[src/rtl/spq_pkg.sv]
// package for the sorted priority queue
// holds depth constant, status codes and the beat structs; no dependencies
package spq_pkg;

	localparam int QUEUE_DEPTH = 128;
	localparam int CNT_W       = $clog2(QUEUE_DEPTH + 1);

	localparam logic [1:0] ST_OK      = 2'd0;
	localparam logic [1:0] ST_FULL    = 2'd1;
	localparam logic [1:0] ST_BADPRIO = 2'd2;
	localparam logic [1:0] ST_EMPTY   = 2'd3;

	localparam logic MODE_ENQ = 1'b0;
	localparam logic MODE_DEQ = 1'b1;

	typedef struct packed {
		logic              mode;
		logic signed [31:0] value;
		logic signed [7:0]  priority_req;
	} spq_req_t;

	typedef struct packed {
		logic [1:0]         status;
		logic signed [31:0] out_value;
		logic [6:0]         out_priority;
		logic [7:0]         count_after;
	} spq_rsp_t;

	typedef struct packed {
		logic [31:0] value;
		logic [6:0]  prio;
	} spq_entry_t;

	// operation broadcast to every cell
	typedef struct packed {
		logic       enq;
		logic       deq;
		spq_entry_t item;
	} spq_cmd_t;

endpackage

[src/rtl/spq_cell.sv]
// one slot of the sorted shift-register queue
// depends on spq_pkg for the entry and command structs
module spq_cell import spq_pkg::*; (
	input  logic       clk,
	input  spq_cmd_t   cmd,
	input  logic       occupied,
	input  logic       left_keep,
	input  spq_entry_t left_entry,
	input  spq_entry_t right_entry,
	output spq_entry_t entry,
	output logic       keep
);

	spq_entry_t entry_q;

	// an occupied entry stays put when it outranks or ties the new one
	assign keep  = occupied && (entry_q.prio >= cmd.item.prio);
	assign entry = entry_q;

	always_ff @(posedge clk) begin
		if (cmd.enq) begin
			if (!keep) begin
				if (left_keep) begin
					entry_q <= cmd.item;
				end else begin
					entry_q <= left_entry;
				end
			end
		end else if (cmd.deq) begin
			entry_q <= right_entry;
		end
	end

endmodule

[config.mk]
export PLATFORM = sky130hd
export DESIGN_NAME = spq_cell
export DESIGN_NICKNAME = d
export VERILOG_FILES = /design/src/rtl/spq_pkg.sv /design/src/rtl/spq_cell.sv
export SDC_FILE = /design/constraint.sdc
export NUM_CORES = 1
export LEC_CHECK = 0
export BUFFER_PORTS_ARGS = -buffer_cell sky130_fd_sc_hd__buf_2
export CORE_MARGIN = 2
export CORE_UTILIZATION = 41
export CTS_CLUSTER_DIAMETER = 150
export DETAILED_ROUTE_END_ITERATION = 6
export GPL_TIMING_DRIVEN = 0
export PLACE_DENSITY_LB_ADDON = 0.2
export SYNTH_ARGS = -nofsm -noshare
export SYNTH_HDL_FRONTEND = slang
export SYNTH_SLANG_ARGS = --single-unit
[constraint.sdc]
create_clock -name clk -period 6.2 [get_ports clk]
set_clock_uncertainty 0.15 [all_clocks]
set_input_delay 1.24 -clock clk [delete_from_list [all_inputs] [get_ports clk]]
set_output_delay 1.24 -clock clk [all_outputs]
set_load 0.01 [all_outputs]
Yosys cells after proc, flatten, opt, wreduce, memory -nomap -nowiden

Index checks and enable logic that the tools add are counted.

Register bits after elaboration: 39
Latch bits: 0
Memory bits (writable): 0
Bits in read-only memories: 0
Bits of input ports: 122
Output and inout port bits: 40
Logic and storage cells: 11
Memories: 0

Add/subtract/negate cells: 0
Multiply operators: 0
Div/mod/pow operators: 0
Order comparisons: 1
Eq/ne operators: 1
Shifts and indexed selects: 0
Mux-type cells: 4
Bitwise logic cells: 0
Reduce and logical (&&, ||, !) cells: 3

Operator list:

| kind                                  | count |
|---|---|
| 39-bit two-way mux                    | 4 |
| 7-bit greater-or-equal comparator     | 1 |
| 2-bit != test (second input constant) | 1 |
| 2-bit AND reduction                   | 1 |
| 2-bit nonzero test                    | 1 |
| 1-bit logical AND                     | 1 |

Logic depth before layout (Yosys ltp)

Word-level depth: 4
Mapped depth: 6
Depth with buffers taken out: 6

Worst setup path after synthesis

OpenSTA, ideal clock, no wires.

Path kind: input-to-reg
From: in cmd[0] (netlist name)
To: reg entry_q (netlist bit entry[0]) (enable)
Setup time: 0.460 ns
Arrival: 4.122 ns
Required time: 5.590 ns
Slack: 1.468 ns
Cell stages on the path: 5
Buffers on the path: 0
Cells stage by stage: ha_1 nand2b_4 a2111oi_4 o31ai_1 a31oi_1

Cells in the longest elaborated chain, start to end: 4

RTL lines:

| item                              | RTL line       | RTL |
|---|---|---|
| from (decl)                       | spq_cell.sv:5  | `input spq_cmd_t cmd,` |
| 7-bit greater-or-equal comparator | spq_cell.sv:17 | `assign keep = occupied && (entry_q.prio >= cmd.item.prio);` |
| 1-bit logical AND                 | spq_cell.sv:17 |  |
| 2-bit != test (no line)           | --             |  |
| 2-bit AND reduction (no line)     | --             |  |
| to (signal assigned)              | spq_cell.sv:24 | `entry_q <= cmd.item;` |
| to (signal assigned)              | spq_cell.sv:26 | `entry_q <= left_entry;` |
| to (signal assigned)              | spq_cell.sv:30 | `entry_q <= right_entry;` |
| to (decl)                         | spq_cell.sv:14 | `spq_entry_t entry_q;` |

No other way between the ends.
A chain may end at the register's enable or synchronous reset.

Worst setup path after layout

From: in cmd[0] (netlist name)
To: out keep

Cells in the longest elaborated chain, start to end: 2

RTL lines:

| item                              | RTL line       | RTL |
|---|---|---|
| 7-bit greater-or-equal comparator | spq_cell.sv:17 |  |
| 1-bit logical AND                 | spq_cell.sv:17 |  |
| to (decl)                         | spq_cell.sv:11 | `output logic keep` |

No other way between the ends.

==> metrics.cfg <==
[status]
status=finished, final reports clean

[worst_setup_path]
crit_slowest_cell=a2111oi_4
r2r_start=entry[0]$_DFFE_PP_
cp_data_required_time_ns=4.81
crit_arrival_ns=2.59
path_common_cell=buf_2
path_class=input pin to primary output
worst-path-buf-inv=2
cp.depth=7
rrSetupSlack_ns=3.52
rr_worst_depth=7
startpoint_type=input pin
cp_max_fo=2
cp_top_family=compound AO/OA/AOI/OAI gates
cp-end-kind=primary output
r2r_end=entry[8]$_DFFE_PP_
cp_cell_sequence=buf_2 > ha_1 > nand2b_4 > a2111oi_4 > o31ai_1 > and2_1 > buf_2
cpPeakStageDelay_ns=0.35

[layout]
final_common_cell=buf_2
final_cell_area_mm2=0.003187
multi_input_area_um2=928.4
diodes=0
synthToLayoutAreaGrowth_pct=45.63
largest_reg_flops=39
final_cell_mix=buf_2 (160), nor2_1 (41), a21oi_1 (40), mux2i_1 (39), edfxtp_1 (39)
drive_gt1_share_pct=48.20
nNetsFinal=491
fill_cells=464
seqCellArea_mm2=0.001171

[pwr]
p_sw_uw=170.5
power_frac_clock_pct=23.3
comb_power_share_pct=25.6
swShare_pct=26.06
ir_worst_vdd_uv=104.2
power.density_mw_per_mm2=205.3
p_int_uw=483.7
sequentialPowerShare_pct=51.0
power_uw=654.2
power.leakage_nw=1.581

[floorplanning]
io_pins=162
fp-row-count=26
initial_core_util_pct=42.58
die_y_um=77.06
coreArea_mm2=0.005140
die-area_mm2=0.005937
die_w_um=77.06

[clock_tree]
post-cts-setup-buffers=0
htree_levels=2
cts_resized=0
clockBufferDepth=2
clk_latency_ns=0.28
cts.sinks=39
cts_tree=built
clk_pin_slew_worst_paths_ns=0.07
ctsHoldBuffers=0
root_buffer=clkbuf_8
cts_buffers=5

[min_path]
hp-start=entry[6]$_DFFE_PP_
min_path_cells=4
min_path_type=flop to flop
holdPathEnd=entry[6]$_DFFE_PP_

[sta]
setup_slack_ns=2.222
finalSetupTns_ns=0
final-setup-viol-count=0
finalCriticalPeriod_ns=3.978
period_share_pct=64.16
rsz0062_at_grt=false
clock.fmax_mhz=251.4
drv_slew=0
max_slew_margin_pct=49.30
hold_viol=0
worst_pin_slew_ns=0.7605

[detailed_routing]
ant_nets=0
first_pass_iters=4
drc=0
wirelength_um=5559
routed-via-count=2032
vias_per_cell=4.715
drt_iter0_markers=50
wl_per_cell_um=12.90

[place]
dp_slack_ns=2.208
io_buffers=159
gp_congestion=0.7616
dpl.hpwl_um=4545
dpl-instance-area_mm2=0.003114

[global_routing]
grt_max_degree=21
use_met1_pct=19.28
grtUsageMet3_pct=5.765
antenna_found_initial=0
grt_overflow=0
grt.total_usage_pct=18.50
grtUsageMet2_pct=35.53
top_usage_layer=met2
grt_pass1_wl_um=8769
grt_pass1_vias=2034

[logic_synthesis]
synth_seq_cells=39
ys_warn_count=0
synth_nets=324
syn_area_per_cell_um2=11.22
ys_seq_area_share_pct=53.52
synth_cells=195
synthDistinctLibCells=19
synth_area_mm2=0.002188

[flow_run]
drv_cap=0

==> routing by layer <==
layer | up-vias | wire, um
met5 | - | 0
met4 | 0 | 40
met3 | 4 | 460
met2 | 90 | 2949
met1 | 905 | 2107
li1 | 1033 | -
==> worst reg2reg max path, cell delays in order (launching register included) <==
cell and delay, ns:
edfxtp_1 0.38, inv_1 0.07, ha_1 0.22, nand2b_4 0.15, a2111oi_4 0.35, o31ai_1 0.16
a31oi_4 0.67, buf_16 0.24
==> synthesized netlist by cell type <==
library cell  count  share of area, %
and2_1            1              0.29
clkbuf_1          8               1.4
buf_2             1              0.23
a21o_1            1              0.34
clkbuf_2          1              0.23
edfxtp_1         39                54
ha_1              7               4.0
o21a_1            1              0.34
buf_6             2               1.0
a2111oi_4         1               1.3
o31ai_1           1              0.34
mux2i_1          39                18
buf_4             2              0.69
nand2b_4          1              0.63
nand3_1           1              0.23
a31oi_1           1              0.29
nor2_1           41               7.0
a21oi_1          40               9.1
inv_1             7               1.2
==> cells by family (layout without fill, tap and decap cells) <==
| kind of cell | Yosys count | count (layout) | share of synthesized area, % |
|---|---|---|---|
| and+or+nand+nor | 44 | 44 | 8.176 |
| DFF | 39 | 39 | 53.52 |
| adders and majority gates | 7 | 7 | 4.002 |
| AOI/OAI and AO/OA | 45 | 45 | 11.72 |
| muxes | 39 | 39 | 17.84 |
| buffers and inverters | 21 | 187 | 4.745 |
==> power groups by stage <==
| stage | Clock [mW] | Sequential (mW) | Combinational (mW) |
|---|---|---|---|
| 4_1_cts | 0.158 | 0.334 | 0.170 |
| 3_3_place_gp | 0 | 0.340 | 0.162 |
| 3_5_place_dp | 0 | 0.339 | 0.170 |
| 2_1_floorplan | 0 | 0.357 | 0.0691 |
| 5_1_grt | 0.166 | 0.337 | 0.186 |
| 6_report | 0.153 | 0.334 | 0.168 |
==> area by class of cell <==
| cell class | count | share of cell area, % |
|---|---|---|
| multi-input cells | 135 | 29.13 |
| repair buffers | 160 | 25.83 |
| well taps | 70 | 2.748 |
| clock buffers | 6 | 2.277 |
| plain buffers | 14 | 2.434 |
| inverters | 7 | 0.8245 |
| flip-flops and latches | 39 | 36.75 |
==> per-stage QoR <==
step / hold WS, ns / util [%] / cells
2_1_floorplan: 1.316 / - / 195
3_3_place_gp: 1.408 / 59.76 / 424
3_5_place_dp: 1.008 / 60.59 / 425
4_1_cts: 1.025 / 62.00 / 431
5_1_grt: 1.127 / 62.00 / 431
6_report: 0.9993 / 62.00 / 431
==> worst max path at each step <==
stage                       from                 end
after floorplan           cmd[0]  entry[0]$_DFFE_PP_
after global placement    cmd[0]  entry[8]$_DFFE_PP_
after detailed placement  cmd[0]                keep
after CTS                 cmd[0]                keep
after global routing      cmd[0]                keep
final                     cmd[0]                keep
No activity file was read; power rests on OpenSTA's default activity.
